$ cat src/hdl/tts_pkg.sv
// Package: types, codes and constants shared by the timeline sequencer modules.
package tts_pkg;

    localparam int POS_W        = 16;
    localparam int ALPHA_W      = 17;
    localparam int CFG_IDX_W    = 3;
    localparam int CFG_DATA_W   = 16;
    localparam int DEF_MAX_WRAPS = 8;
    localparam int DEF_TIME_BITS = 16;
    localparam int ALPHA_STEPS  = 16;

    localparam logic [2:0] KIND_TICK    = 3'd0;
    localparam logic [2:0] KIND_PAUSE   = 3'd1;
    localparam logic [2:0] KIND_RESUME  = 3'd2;
    localparam logic [2:0] KIND_CANCEL  = 3'd3;
    localparam logic [2:0] KIND_RESTART = 3'd4;

    localparam logic [2:0] EV_STATUS       = 3'd0;
    localparam logic [2:0] EV_UPDATE       = 3'd1;
    localparam logic [2:0] EV_LOOPED       = 3'd2;
    localparam logic [2:0] EV_TURNED       = 3'd3;
    localparam logic [2:0] EV_COMPLETED    = 3'd4;
    localparam logic [2:0] EV_START_FINAL  = 3'd5;
    localparam logic [2:0] EV_CANCEL_FINAL = 3'd6;
    localparam logic [2:0] EV_CANCEL_PLAIN = 3'd7;

    localparam logic [CFG_IDX_W-1:0] REG_DELAY    = 3'd0;
    localparam logic [CFG_IDX_W-1:0] REG_DURATION = 3'd1;
    localparam logic [CFG_IDX_W-1:0] REG_RATE     = 3'd2;
    localparam logic [CFG_IDX_W-1:0] REG_BACKWARD = 3'd3;
    localparam logic [CFG_IDX_W-1:0] REG_WRAP     = 3'd4;
    localparam logic [CFG_IDX_W-1:0] REG_LIMIT    = 3'd5;

    localparam logic [1:0] WRAP_LOOP     = 2'd1;
    localparam logic [1:0] WRAP_PINGPONG = 2'd2;

    typedef struct packed {
        logic [2:0]  kind;
        logic [15:0] elapsed;
        logic        apply_final;
    } in_item_t;

    typedef struct packed {
        logic [2:0]         event_res;
        logic [POS_W-1:0]   position;
        logic [ALPHA_W-1:0] alpha;
        logic               running;
        logic               truncated;
        logic               last;
    } out_item_t;

    typedef struct packed {
        logic [15:0] delay_ticks;
        logic [15:0] duration_ticks;
        logic [15:0] rate_scale;
        logic        start_backward;
        logic [1:0]  wrap_mode;
        logic [15:0] loop_limit;
    } cfg_t;

    typedef struct packed {
        logic             start;
        logic [POS_W-1:0] pos;
        logic [POS_W-1:0] dur;
    } div_req_t;

    typedef struct packed {
        logic               done;
        logic [ALPHA_W-1:0] alpha;
    } div_rsp_t;

    typedef enum logic [3:0] {
        ST_IDLE,
        ST_DECODE,
        ST_MUL,
        ST_SCALE,
        ST_DELAY,
        ST_LOOP,
        ST_BOUND,
        ST_BOUND_LOOP,
        ST_BOUND_PP,
        ST_EMIT,
        ST_DIVW,
        ST_END
    } state_t;

endpackage

$ cat src/hdl/tween_timeline_sequencer_top.sv
// Top level: configuration registers, sequencer and shared alpha divider.
//
// Usage: items enter on s_valid/s_ready/s_data (kind, elapsed, apply_final);
// results leave on m_valid/m_ready/m_data, one or more per item, the final one
// flagged by last. Configuration registers are written through cfg_wr_en,
// cfg_index and cfg_wdata while no transaction is in flight; the delay and
// start position load at the next restart item; the rest apply at once.
// Flow: s_ready is high only while the sequencer is idle. An item passes
// through decode, for a tick also multiply, scale and delay, and end; each
// result adds the emit step and the 16-step shared divider that forms alpha
// (its steps skipped at or past the duration), and each boundary adds the
// bound step and, in loop or ping-pong mode, its follow-up step; a tick with
// MAX_WRAPS boundaries gives up to 2*MAX_WRAPS+2 results. Results leave
// through an output register and a one-entry staging register, so the
// sequencer keeps working until both are full while the receiver stalls.
// Reset (aresetn low, synchronous) restores default registers and the initial
// timeline state and drops any pending transaction.
module tween_timeline_sequencer_top #(
    parameter int MAX_WRAPS = tts_pkg::DEF_MAX_WRAPS,
    parameter int TIME_BITS = tts_pkg::DEF_TIME_BITS
) (
    input  logic                             aclk,
    input  logic                             aresetn,
    input  logic                             cfg_wr_en,
    input  logic [tts_pkg::CFG_IDX_W-1:0]    cfg_index,
    input  logic [tts_pkg::CFG_DATA_W-1:0]   cfg_wdata,
    input  logic                             s_valid,
    output logic                             s_ready,
    input  tts_pkg::in_item_t                s_data,
    output logic                             m_valid,
    input  logic                             m_ready,
    output tts_pkg::out_item_t               m_data
);

    tts_pkg::cfg_t     cfg_reg;
    tts_pkg::div_req_t div_req;
    tts_pkg::div_rsp_t div_rsp;

    always_ff @(posedge aclk) begin
        if (!aresetn) begin
            cfg_reg.delay_ticks    <= '0;
            cfg_reg.duration_ticks <= 16'd1;
            cfg_reg.rate_scale     <= 16'd256;
            cfg_reg.start_backward <= 1'b0;
            cfg_reg.wrap_mode      <= '0;
            cfg_reg.loop_limit     <= '0;
        end else if (cfg_wr_en) begin
            priority case (cfg_index)
                tts_pkg::REG_DELAY:    cfg_reg.delay_ticks    <= cfg_wdata;
                tts_pkg::REG_DURATION: cfg_reg.duration_ticks <= cfg_wdata;
                tts_pkg::REG_RATE:     cfg_reg.rate_scale     <= cfg_wdata;
                tts_pkg::REG_BACKWARD: cfg_reg.start_backward <= cfg_wdata[0];
                tts_pkg::REG_WRAP:     cfg_reg.wrap_mode      <= cfg_wdata[1:0];
                tts_pkg::REG_LIMIT:    cfg_reg.loop_limit     <= cfg_wdata;
                default: ;
            endcase
        end
    end

    tts_ctrl #(
        .MAX_WRAPS(MAX_WRAPS),
        .TIME_BITS(TIME_BITS)
    ) u_ctrl (
        .aclk    (aclk),
        .aresetn (aresetn),
        .cfg     (cfg_reg),
        .s_valid (s_valid),
        .s_ready (s_ready),
        .s_data  (s_data),
        .m_valid (m_valid),
        .m_ready (m_ready),
        .m_data  (m_data),
        .div_req (div_req),
        .div_rsp (div_rsp)
    );

    tts_alpha_div u_div (
        .aclk    (aclk),
        .aresetn (aresetn),
        .req     (div_req),
        .rsp     (div_rsp)
    );

    a_busy_after_accept: assert property (@(posedge aclk) disable iff (!aresetn)
        s_valid && s_ready |=> !s_ready)
        else $error("input accepted twice in a row");

    a_alpha_range: assert property (@(posedge aclk) disable iff (!aresetn)
        m_valid |-> m_data.alpha <= 17'd65536)
        else $error("alpha above one");

    a_trunc_status: assert property (@(posedge aclk) disable iff (!aresetn)
        m_valid && m_data.truncated |-> m_data.event_res == tts_pkg::EV_STATUS)
        else $error("truncated flag on non-status result");

    a_complete_stopped: assert property (@(posedge aclk) disable iff (!aresetn)
        m_valid && m_data.event_res == tts_pkg::EV_COMPLETED |-> !m_data.running)
        else $error("completed result while running");

endmodule

$ cat src/hdl/tts_alpha_div.sv
// Iterative restoring divider for alpha = min(65536, floor(pos * 65536 / dur)).
module tts_alpha_div (
    input  logic              aclk,
    input  logic              aresetn,
    input  tts_pkg::div_req_t req,
    output tts_pkg::div_rsp_t rsp
);

    localparam int CNT_W = $clog2(tts_pkg::ALPHA_STEPS + 1);

    logic                        busy_reg, busy_next;
    logic [CNT_W-1:0]            cnt_reg, cnt_next;
    logic                        sat_reg, sat_next;
    logic [tts_pkg::POS_W:0]     rem_reg, rem_next;
    logic [tts_pkg::POS_W-1:0]   quo_reg, quo_next;
    logic [tts_pkg::POS_W-1:0]   dur_reg, dur_next;
    logic [tts_pkg::POS_W:0]     shifted;

    always_ff @(posedge aclk) begin
        if (!aresetn) begin
            busy_reg <= 1'b0;
            cnt_reg  <= '0;
        end else begin
            busy_reg <= busy_next;
            cnt_reg  <= cnt_next;
        end
        sat_reg <= sat_next;
        rem_reg <= rem_next;
        quo_reg <= quo_next;
        dur_reg <= dur_next;
    end

    always_comb begin
        busy_next = busy_reg;
        cnt_next  = cnt_reg;
        sat_next  = sat_reg;
        rem_next  = rem_reg;
        quo_next  = quo_reg;
        dur_next  = dur_reg;
        shifted   = {rem_reg[tts_pkg::POS_W-1:0], 1'b0};
        rsp.done  = busy_reg && (cnt_reg == '0);
        rsp.alpha = sat_reg ? (tts_pkg::ALPHA_W)'(1 << tts_pkg::POS_W)
                            : {1'b0, quo_reg};
        if (req.start) begin
            busy_next = 1'b1;
            sat_next  = req.pos >= req.dur;
            cnt_next  = (req.pos >= req.dur) ? '0 : CNT_W'(tts_pkg::ALPHA_STEPS);
            rem_next  = {1'b0, req.pos};
            quo_next  = '0;
            dur_next  = req.dur;
        end else if (busy_reg) begin
            if (cnt_reg == '0) begin
                busy_next = 1'b0;
            end else begin
                cnt_next = cnt_reg - 1'b1;
                if (shifted >= {1'b0, dur_reg}) begin
                    rem_next = shifted - {1'b0, dur_reg};
                    quo_next = {quo_reg[tts_pkg::POS_W-2:0], 1'b1};
                end else begin
                    rem_next = shifted;
                    quo_next = {quo_reg[tts_pkg::POS_W-2:0], 1'b0};
                end
            end
        end
    end

endmodule

$ cat src/hdl/tts_ctrl.sv
// Sequencer: timeline state, tick stepping, result staging and output register.
module tts_ctrl #(
    parameter int MAX_WRAPS = tts_pkg::DEF_MAX_WRAPS,
    parameter int TIME_BITS = tts_pkg::DEF_TIME_BITS
) (
    input  logic               aclk,
    input  logic               aresetn,
    input  tts_pkg::cfg_t      cfg,
    input  logic               s_valid,
    output logic               s_ready,
    input  tts_pkg::in_item_t  s_data,
    output logic               m_valid,
    input  logic               m_ready,
    output tts_pkg::out_item_t m_data,
    output tts_pkg::div_req_t  div_req,
    input  tts_pkg::div_rsp_t  div_rsp
);

    localparam int XW = 34;
    localparam int WR_W = $clog2(MAX_WRAPS + 1);
    localparam logic [XW-1:0] CAP = (XW'(1) << TIME_BITS) - XW'(1);

    tts_pkg::state_t state_reg, state_next, ret_reg, ret_next;
    tts_pkg::in_item_t item_reg, item_next;
    logic active_reg, active_next, paused_reg, paused_next;
    logic started_reg, started_next, fwd_reg, fwd_next;
    logic [15:0] delay_reg, delay_next;
    logic [tts_pkg::POS_W-1:0] pos_reg, pos_next;
    logic [15:0] cycles_reg, cycles_next, pairs_reg, pairs_next;
    logic [TIME_BITS-1:0] rem_reg, rem_next;
    logic [WR_W-1:0] wraps_reg, wraps_next;
    logic [31:0] prod_reg, prod_next;
    logic [2:0] ev_reg, ev_next;
    logic trunc_reg, trunc_next;
    logic pend_v_reg, pend_v_next, out_v_reg, out_v_next;
    tts_pkg::out_item_t pend_reg, pend_next, out_reg, out_next;

    logic [15:0] dur;
    logic [XW-1:0] rem_x, pos_x, dur_x, dly_x, ttb_x, scaled_x;
    logic out_free;

    assign dur      = (cfg.duration_ticks == '0) ? 16'd1 : cfg.duration_ticks;
    assign rem_x    = XW'(rem_reg);
    assign pos_x    = XW'(pos_reg);
    assign dur_x    = XW'(dur);
    assign dly_x    = XW'(delay_reg);
    assign scaled_x = XW'(prod_reg[31:8]);
    assign out_free = !out_v_reg || m_ready;
    assign s_ready  = (state_reg == tts_pkg::ST_IDLE);
    assign m_valid  = out_v_reg;
    assign m_data   = out_reg;

    always_ff @(posedge aclk) begin
        if (!aresetn) begin
            state_reg   <= tts_pkg::ST_IDLE;
            ret_reg     <= tts_pkg::ST_IDLE;
            active_reg  <= 1'b1;
            paused_reg  <= 1'b0;
            started_reg <= 1'b0;
            fwd_reg     <= 1'b1;
            delay_reg   <= '0;
            pos_reg     <= '0;
            cycles_reg  <= '0;
            pairs_reg   <= '0;
            pend_v_reg  <= 1'b0;
            out_v_reg   <= 1'b0;
        end else begin
            state_reg   <= state_next;
            ret_reg     <= ret_next;
            active_reg  <= active_next;
            paused_reg  <= paused_next;
            started_reg <= started_next;
            fwd_reg     <= fwd_next;
            delay_reg   <= delay_next;
            pos_reg     <= pos_next;
            cycles_reg  <= cycles_next;
            pairs_reg   <= pairs_next;
            pend_v_reg  <= pend_v_next;
            out_v_reg   <= out_v_next;
        end
        item_reg  <= item_next;
        rem_reg   <= rem_next;
        wraps_reg <= wraps_next;
        prod_reg  <= prod_next;
        ev_reg    <= ev_next;
        trunc_reg <= trunc_next;
        pend_reg  <= pend_next;
        out_reg   <= out_next;
    end

    always_comb begin
        state_next   = state_reg;
        ret_next     = ret_reg;
        item_next    = item_reg;
        active_next  = active_reg;
        paused_next  = paused_reg;
        started_next = started_reg;
        fwd_next     = fwd_reg;
        delay_next   = delay_reg;
        pos_next     = pos_reg;
        cycles_next  = cycles_reg;
        pairs_next   = pairs_reg;
        rem_next     = rem_reg;
        wraps_next   = wraps_reg;
        prod_next    = prod_reg;
        ev_next      = ev_reg;
        trunc_next   = trunc_reg;
        pend_v_next  = pend_v_reg;
        pend_next    = pend_reg;
        out_v_next   = out_v_reg && !m_ready;
        out_next     = out_reg;
        ttb_x        = '0;
        div_req.start = 1'b0;
        div_req.pos   = pos_reg;
        div_req.dur   = dur;

        unique case (state_reg)
            tts_pkg::ST_IDLE: begin
                if (s_valid) begin
                    item_next  = s_data;
                    state_next = tts_pkg::ST_DECODE;
                end
            end
            tts_pkg::ST_DECODE: begin
                state_next = tts_pkg::ST_END;
                priority case (item_reg.kind)
                    tts_pkg::KIND_TICK: begin
                        if (active_reg && !paused_reg) begin
                            state_next = tts_pkg::ST_MUL;
                            if (!started_reg) begin
                                started_next = 1'b1;
                                if (cfg.start_backward) begin
                                    ev_next    = tts_pkg::EV_START_FINAL;
                                    trunc_next = 1'b0;
                                    ret_next   = tts_pkg::ST_MUL;
                                    state_next = tts_pkg::ST_EMIT;
                                end
                            end
                        end
                    end
                    tts_pkg::KIND_PAUSE:  paused_next = 1'b1;
                    tts_pkg::KIND_RESUME: paused_next = 1'b0;
                    tts_pkg::KIND_CANCEL: begin
                        if (active_reg) begin
                            active_next = 1'b0;
                            ev_next     = item_reg.apply_final ? tts_pkg::EV_CANCEL_FINAL
                                                               : tts_pkg::EV_CANCEL_PLAIN;
                            trunc_next  = 1'b0;
                            ret_next    = tts_pkg::ST_END;
                            state_next  = tts_pkg::ST_EMIT;
                        end
                    end
                    tts_pkg::KIND_RESTART: begin
                        active_next  = 1'b1;
                        paused_next  = 1'b0;
                        started_next = 1'b0;
                        delay_next   = cfg.delay_ticks;
                        pos_next     = cfg.start_backward ? dur : '0;
                        fwd_next     = !cfg.start_backward;
                        cycles_next  = '0;
                        pairs_next   = '0;
                    end
                    default: state_next = tts_pkg::ST_END;
                endcase
            end
            tts_pkg::ST_MUL: begin
                prod_next  = 32'(item_reg.elapsed) * 32'(cfg.rate_scale);
                state_next = tts_pkg::ST_SCALE;
            end
            tts_pkg::ST_SCALE: begin
                rem_next   = (scaled_x > CAP) ? CAP[TIME_BITS-1:0]
                                              : scaled_x[TIME_BITS-1:0];
                state_next = tts_pkg::ST_DELAY;
            end
            tts_pkg::ST_DELAY: begin
                wraps_next = '0;
                state_next = tts_pkg::ST_LOOP;
                if (rem_reg == '0) begin
                    state_next = tts_pkg::ST_END;
                end else if (delay_reg != '0) begin
                    if (rem_x < dly_x) begin
                        delay_next = 16'(dly_x - rem_x);
                        state_next = tts_pkg::ST_END;
                    end else begin
                        rem_next   = TIME_BITS'(rem_x - dly_x);
                        delay_next = '0;
                    end
                end
            end
            tts_pkg::ST_LOOP: begin
                trunc_next = 1'b0;
                ev_next    = tts_pkg::EV_UPDATE;
                state_next = tts_pkg::ST_EMIT;
                ret_next   = tts_pkg::ST_END;
                if (rem_reg == '0 || !active_reg) begin
                    state_next = tts_pkg::ST_END;
                end else if (XW'(wraps_reg) >= XW'(MAX_WRAPS)) begin
                    ev_next    = tts_pkg::EV_STATUS;
                    trunc_next = 1'b1;
                end else if (fwd_reg) begin
                    if (pos_x + rem_x < dur_x) begin
                        pos_next = tts_pkg::POS_W'(pos_x + rem_x);
                    end else begin
                        ttb_x      = (pos_x > dur_x) ? pos_x - dur_x : dur_x - pos_x;
                        pos_next   = dur;
                        rem_next   = (rem_x > ttb_x) ? TIME_BITS'(rem_x - ttb_x) : '0;
                        wraps_next = wraps_reg + 1'b1;
                        ret_next   = tts_pkg::ST_BOUND;
                    end
                end else begin
                    if (rem_x < pos_x) begin
                        pos_next = tts_pkg::POS_W'(pos_x - rem_x);
                    end else begin
                        ttb_x      = pos_x;
                        pos_next   = '0;
                        rem_next   = (rem_x > ttb_x) ? TIME_BITS'(rem_x - ttb_x) : '0;
                        wraps_next = wraps_reg + 1'b1;
                        ret_next   = tts_pkg::ST_BOUND;
                    end
                end
            end
            tts_pkg::ST_BOUND: begin
                trunc_next = 1'b0;
                state_next = tts_pkg::ST_EMIT;
                if (cfg.wrap_mode == tts_pkg::WRAP_LOOP) begin
                    if (cycles_reg != 16'hFFFF) cycles_next = cycles_reg + 1'b1;
                    ev_next  = tts_pkg::EV_LOOPED;
                    ret_next = tts_pkg::ST_BOUND_LOOP;
                end else if (cfg.wrap_mode == tts_pkg::WRAP_PINGPONG) begin
                    fwd_next = !fwd_reg;
                    ev_next  = tts_pkg::EV_TURNED;
                    ret_next = tts_pkg::ST_BOUND_PP;
                end else begin
                    active_next = 1'b0;
                    ev_next     = tts_pkg::EV_COMPLETED;
                    ret_next    = tts_pkg::ST_END;
                end
            end
            tts_pkg::ST_BOUND_LOOP: begin
                if (cfg.loop_limit != '0 && cycles_reg >= cfg.loop_limit) begin
                    active_next = 1'b0;
                    ev_next     = tts_pkg::EV_COMPLETED;
                    ret_next    = tts_pkg::ST_END;
                    state_next  = tts_pkg::ST_EMIT;
                end else begin
                    pos_next   = cfg.start_backward ? dur : '0;
                    fwd_next   = !cfg.start_backward;
                    state_next = tts_pkg::ST_LOOP;
                end
            end
            tts_pkg::ST_BOUND_PP: begin
                state_next = tts_pkg::ST_LOOP;
                if (!fwd_reg) begin
                    if (pairs_reg != 16'hFFFF) pairs_next = pairs_reg + 1'b1;
                    pos_next = dur;
                end else if (cfg.loop_limit != '0 && pairs_reg >= cfg.loop_limit) begin
                    active_next = 1'b0;
                    ev_next     = tts_pkg::EV_COMPLETED;
                    ret_next    = tts_pkg::ST_END;
                    state_next  = tts_pkg::ST_EMIT;
                end else begin
                    pos_next = '0;
                end
            end
            tts_pkg::ST_EMIT: begin
                if (!pend_v_reg || out_free) begin
                    if (pend_v_reg) begin
                        out_next      = pend_reg;
                        out_next.last = 1'b0;
                        out_v_next    = 1'b1;
                    end
                    pend_v_next         = 1'b0;
                    pend_next.event_res = ev_reg;
                    pend_next.position  = pos_reg;
                    pend_next.running   = active_reg;
                    pend_next.truncated = trunc_reg;
                    pend_next.last      = 1'b0;
                    div_req.start       = 1'b1;
                    state_next          = tts_pkg::ST_DIVW;
                end
            end
            tts_pkg::ST_DIVW: begin
                if (div_rsp.done) begin
                    pend_next.alpha = div_rsp.alpha;
                    pend_v_next     = 1'b1;
                    state_next      = ret_reg;
                end
            end
            tts_pkg::ST_END: begin
                if (!pend_v_reg) begin
                    ev_next    = tts_pkg::EV_STATUS;
                    trunc_next = 1'b0;
                    ret_next   = tts_pkg::ST_END;
                    state_next = tts_pkg::ST_EMIT;
                end else if (out_free) begin
                    out_next      = pend_reg;
                    out_next.last = 1'b1;
                    out_v_next    = 1'b1;
                    pend_v_next   = 1'b0;
                    state_next    = tts_pkg::ST_IDLE;
                end
            end
            default: state_next = tts_pkg::ST_IDLE;
        endcase
    end

endmodule

$ cat config.mk
export PLATFORM = sky130hd
export DESIGN_NAME = tween_timeline_sequencer_top
export DESIGN_NICKNAME = d
export VERILOG_FILES = /design/src/hdl/tts_pkg.sv /design/src/hdl/tween_timeline_sequencer_top.sv /design/src/hdl/tts_alpha_div.sv /design/src/hdl/tts_ctrl.sv
export SDC_FILE = /design/constraint.sdc
export NUM_CORES = 2
export LEC_CHECK = 0
export BUFFER_PORTS_ARGS = -buffer_cell sky130_fd_sc_hd__buf_4
export CAP_MARGIN = 40
export CORE_AREA = 2 2 247 249
export DETAILED_ROUTE_END_ITERATION = 16
export DIE_AREA = 0 0 249 251
export PLACE_DENSITY = 0.76
export SLEW_MARGIN = 20
export SYNTH_ARGS = -nofsm -noshare
export SYNTH_HDL_FRONTEND = slang
export SYNTH_SLANG_ARGS = --single-unit
$ cat constraint.sdc
create_clock -name aclk -period 13.91 [get_ports aclk]
set_input_delay 1.391 -clock aclk [delete_from_list [all_inputs] [get_ports aclk]]
set_output_delay 1.391 -clock aclk [all_outputs]
set_load 0.02 [all_outputs]
; Yosys cells after proc, flatten, opt, wreduce, memory -nomap -nowiden
; Index checks and enable logic that the tools add are counted.
[op_classes]
n_eq_ne = 60
reduce_logical = 65
bitwise_logic = 1
muxes = 147
add_sub_neg = 13
mul = 1
n_lt_le_gt_ge = 12
[op_table]
columns = cell, count
row1 = 2-to-1 mux 16 bit, 35
row2 = 2-to-1 mux 39 bit, 4
row3 = 2-to-1 mux 4 bit, 33
row4 = case mux 16 bit (2 select lines), 3
row5 = subtractor 16 bit, 6
row6 = case mux 39 bit (2 select lines), 1
row7 = case mux 16 bit (4 select lines), 1
row8 = >= comparator 16 bit, 3
row9 = case mux 16 bit (3 select lines), 1
row10 = case mux 4 bit (12 select lines), 1
row11 = greater-than comparator 16 x 34 -> 1 bit, 1
row12 = < comparator 34 x 16 -> 1 bit, 1
row13 = 2-to-1 mux 34 bit, 1
row14 = subtractor 16 x 16 -> 17 bit, 2
row15 = 2-to-1 mux 1 bit, 33
row16 = 2-to-1 mux 3 bit, 11
row17 = "adder 16 x 1 -> 16 bit, second input constant", 2
row18 = greater-than comparator 16 bit, 2
row19 = zero test 16 bit, 2
row20 = < comparator 16 bit, 2
row21 = multiplier 16 x 16 -> 32 bit, 1
row22 = "!= test 16 bit, second input constant", 2
row23 = nonzero test 16 bit, 2
row24 = "!= test 2 x 1 -> 1 bit, second input constant", 13
row25 = other kinds (48), 136
[word_totals]
ff_bits = 353
in_bits = 44

; Logic depth before layout (Yosys ltp)
[logic_depth]
depth_word = 11
depth_mapped = 24

; Cells and area by module
; From an unflattened synthesis, not the netlist that was laid out.
[hier_totals]
hier_cells = 3400
area_unflattened_um2 = 30732.0
[by_module_without_submodules]
columns = mod, area_each_um2, n_inst, cells_per_inst
row1 = tts_ctrl, 24644.9, 1, 2773
row2 = tts_alpha_div, 3584.7, 1, 385
row3 = tween_timeline_sequencer_top, 2502.4, 1, 242

; Worst setup path after synthesis
; OpenSTA, ideal clock, no wires.
[synth_path]
path_kind = register to register
from = reg cfg_reg[25] in the netlist's numbering
to = reg u_ctrl.prod_reg[31], data pin
setup_time_ns = 0.260
period_less_slack_ns = 6.240
stages_incl_launch_ff = 23
arrival_time_ns = 5.980
path_slack_ns = 7.670
cell_sequence = dfxtp_1 -> clkbuf_1 -> clkbuf_1 -> nand2_1 -> fa_1 -> inv_1 -> fa_1 -> inv_1 -> fa_1 -> inv_1 -> fa_1 -> fa_1 -> fa_1 -> ha_1 -> a21o_1 -> a21oi_1 -> o21bai_1 -> o41ai_1 -> o2bb2a_1 -> a31oi_1 -> a311oi_1 -> o21bai_1 -> xnor2_1
[synth_between]
elab_chain_len = 1
[synth_rtl]
columns = item, line_no
row1 = start: declaration, tween_timeline_sequencer_top.sv:35  ; tts_pkg::cfg_t cfg_reg;
row2 = multiplier 16 x 16 -> 32 bit, tts_ctrl.sv:167  ; prod_next = 32'(item_reg.elapsed) * 32'(cfg.rate_scale);
row3 = end signal: assignment, tts_ctrl.sv:84  ; prod_reg <= prod_next;
row4 = end: declaration, tts_ctrl.sv:32  ; logic [31:0] prod_reg, prod_next;
; No other way between the ends.
; A chain may end at the register's enable or synchronous reset.

; Worst setup path in the final report
; Same ends and word-level chain as after synthesis.

==> summary.txt <==
CTS
  – H-Tree Depth: 2
  – Clock slew at reported path FFs: 0.06 ns
  – Worst-skew pair later-pin latency: 0.58 ns
  – CTS Sinks: 345
  – CTS tree: done
  – Cts repair resizes: 0
  – CTS root buffer: clkbuf_16
  – Hold Buf Count CTS: 0
  – Post-CTS Setup Bufs: 0
  – Max Buffers Root-to-Sink: 3
  – TritonCTS buffer count: 39

Timing
  – Worst-Margin Slew: 0.885 ns
  – Pins Over Slew Limit: 0
  – Final setup fails: 0
  – Unrepaired setup endpoints after global routing: no
  – Fin crit period: 6.66 ns
  – Final hold vios: 0
  – Worst Setup Slack, final: 7.25 ns
  – Highest clock rate: 0.150 GHz
  – Setup TNS: 0 ns
  – Slew headroom: 40.5%
  – Fin crit share: 47.9%
  – Clock Skew: 0.0300 ns

Critical path
  – Crit end category: flop
  – Critical Path AT: 6.98 ns
  – Worst Setup Start Kind: flop
  – Critical path peak fanout: 17
  – Required @ worst endpoint: 14.22 ns
  – Crit Path Class: flop to flop

Min path
  – HP Class: flop to flop

Synthesis
  – Syn Std Cell Area: 0.0295 sq mm
  – Dominant cell type by area after synthesis: edfxtp_1
  – Share of the synthesized area in the top cell type: 18.1%
  – Top FF cell, synth: edfxtp_1
  – Register area share after synthesis: 29.4%
  – Syn_nets: 3869
  – Asr flop ratio synth: 0%
  – Mapped Cells: 3323
  – Mean area per synthesized cell: 8.89 sq um
  – Synth warnings: 0
  – #FFs+latches synth: 345
  – Post-synth cell types: 91
  – Count of flip-flops with a built-in enable after synthesis: 178
  – Top cells by area, synth: edfxtp_1 (18%), fa_1 (14%), ha_1 (13%)

Power
  – Pwr Total: 6.03 mW
  – Pwr/cell area: 188 mW/mm^2
  – NetSw: 2.82 mW
  – P_int: 3.21 mW
  – Flop pwr share: 24.0%
  – Lkg Pwr: 13.6 nW
  – Max IR drop VDD: 0.000201 V
  – Switch share: 46.7%
  – Gate power share: 58.5%
  – Clock group share of total power: 17.5%

Floorplanning
  – Initial Utilization: 49.4%
  – Core area: 0.0598 sq mm
  – Full die area: 0.0625 sq mm
  – Row count: 90
  – Die height: 251 um
  – Ports: 85
  – Die width: 249 um

Final layout
  – # fillers: 5425
  – Share of cells above drive strength 1: 6.52%
  – Max reg flops: 67
  – Antenna cell count: 0
  – Layout net count: 3860
  – Synthesis-to-finish area growth: 8.50%

Route
  – Initial DRC Count: 2066
  – Pre-Repair DR Iteration Count: 6
  – Routed WL: 79.8 mm
  – Vias per cell: 5.83
  – Via count: 24000
  – DRC: 0
  – Wire per inst: 19.3 um
  – Antenna Nets Post-Route: 0

GRT
  – GRT Resource Usage Total: 25.3%
  – First-pass GRT wire length: 126 mm
  – Largest net degree at the start of global routing: 70
  – Initial antenna violation count: 0
  – Gr ovfl total: 0
  – Vias in the first global route: 23300

Outcome
  – Status: finished clean

Placed design
  – Pre-CTS WS: 7.23 ns
  – Dpl hpwl: 61.9 mm
  – GP Congestion: 0.994
  – Port buffer count: 84

Run
  – Maximum capacitance violations: 0
layer usage:
metal  vias to the layer above  wire, um  track usage (%)
li1                      11300         -                -
met1                     11500     33200             33.6
met2                       976     36900             41.3
met3                       196      6160             3.68
met4                         0      3600             11.1
met5                         -         0                0
stage by stage:
step                cell area, sq um  utilization, %  std cells  hold WS (ns)
global placement               30700            51.3       4050         0.402
detailed placement             30700            51.4       4054         0.405
CTS                            32000            53.6       4124         0.418
floorplan                      29500               -       3323         0.400
finish                         32000            53.6       4125         0.418
global route                   32000            53.6       4125         0.425
kinds of logic (layout without fill, tap and decap cells):
logic type               count (synthesis)  count (layout)  share of synthesized area, %
multiplexers                            18              18                         0.619
AND/OR/NAND/NOR                       1080            1080                          17.2
XOR/XNOR                               129             129                          3.83
AO/OA/AOI/OAI                          720             720                          15.7
adder cells (fa/ha/maj)                502             502                          26.4
flip-flops                             345             345                          29.4
buffers and inverters                  529             549                          6.87
placed cells by master, fill, tap and decap left out, types with 8 or more instances in the layout:
master and n:
o21a_1 26, nor2b_1 50, nand3_1 34, nor2_1 205
ha_1 300, a221oi_1 23, a31oi_1 18, xnor2_1 81
inv_1 370, and2_1 96, fa_1 202, and4_1 8
xor2_1 48, mux2i_1 16, o211ai_1 18, nor4_1 25
nand2b_1 29, edfxtp_1 178, o31ai_1 8, dfxtp_1 167
o2111ai_1 8, o221ai_1 13, a21o_1 48, nor3_1 47
a21oi_1 264, clkbuf_16 39, a22oi_1 9, buf_4 102
or3_1 31, o21bai_1 14, o21ai_0 139, nand4_1 26
a211oi_1 37, and3_1 17, nand2_1 473
power groups by stage:
stage	Combinational (mW)	Sequential (mW)	Clock (mW)
floorplan	2.64	1.34	0
global placement	3.39	1.46	0
detailed placement	3.43	1.46	0
CTS	3.46	1.44	1.07
global route	3.86	1.46	1.11
finish	3.53	1.45	1.05
Yosys cell counts, drive strengths merged (81+ instances only):
library cell and n:
fa 202, o21ai 142, xnor2 81, nor2 207, ha 300, a21oi 266
inv 373, and2 97, nand2 473, clkbuf 124, edfxtp 178, dfxtp 167
cell type report:
class                   instances  area [sq um]  share of cell area [%]
well taps                     782           978                    3.05
flip-flops and latches        345          8690                    27.1
repair buffers                106           831                    2.59
multi-input cells            2449         18800                    58.8
inverters                     373          1400                    4.37
clock inverters                24           264                   0.824
clock buffers                  46          1030                    3.22
critical path: stages, from the launching register on:
cell and delay [ns]:
dfxtp_1 0.72, nand2_1 0.16, fa_1 0.57, inv_1 0.06, fa_1 0.53, inv_1 0.05, fa_1 0.49, inv_1 0.05
fa_1 0.47, inv_1 0.06, fa_1 0.54, inv_1 0.06, fa_1 0.47, ha_1 0.35, o21ai_0 0.12, a21oi_1 0.24
nand2b_1 0.08, a211oi_1 0.27, o21ai_0 0.21, a31oi_1 0.41, a311oi_1 0.20, o21bai_1 0.20, xnor2_1 0.08
worst paths after layout:
path,from,endpoint,slack (ns),depth (start not counted)
setup / recovery,cfg_reg[25],u_ctrl.prod_reg[31],7.25,22
hold / removal,u_ctrl.pend_reg[8],u_ctrl.m_data[8],0.42,0
setup reg to reg,cfg_reg[25],u_ctrl.prod_reg[31],7.25,22
hold reg to reg,u_ctrl.pend_reg[8],u_ctrl.m_data[8],0.42,0
No activity file was read; power rests on OpenSTA's default activity.
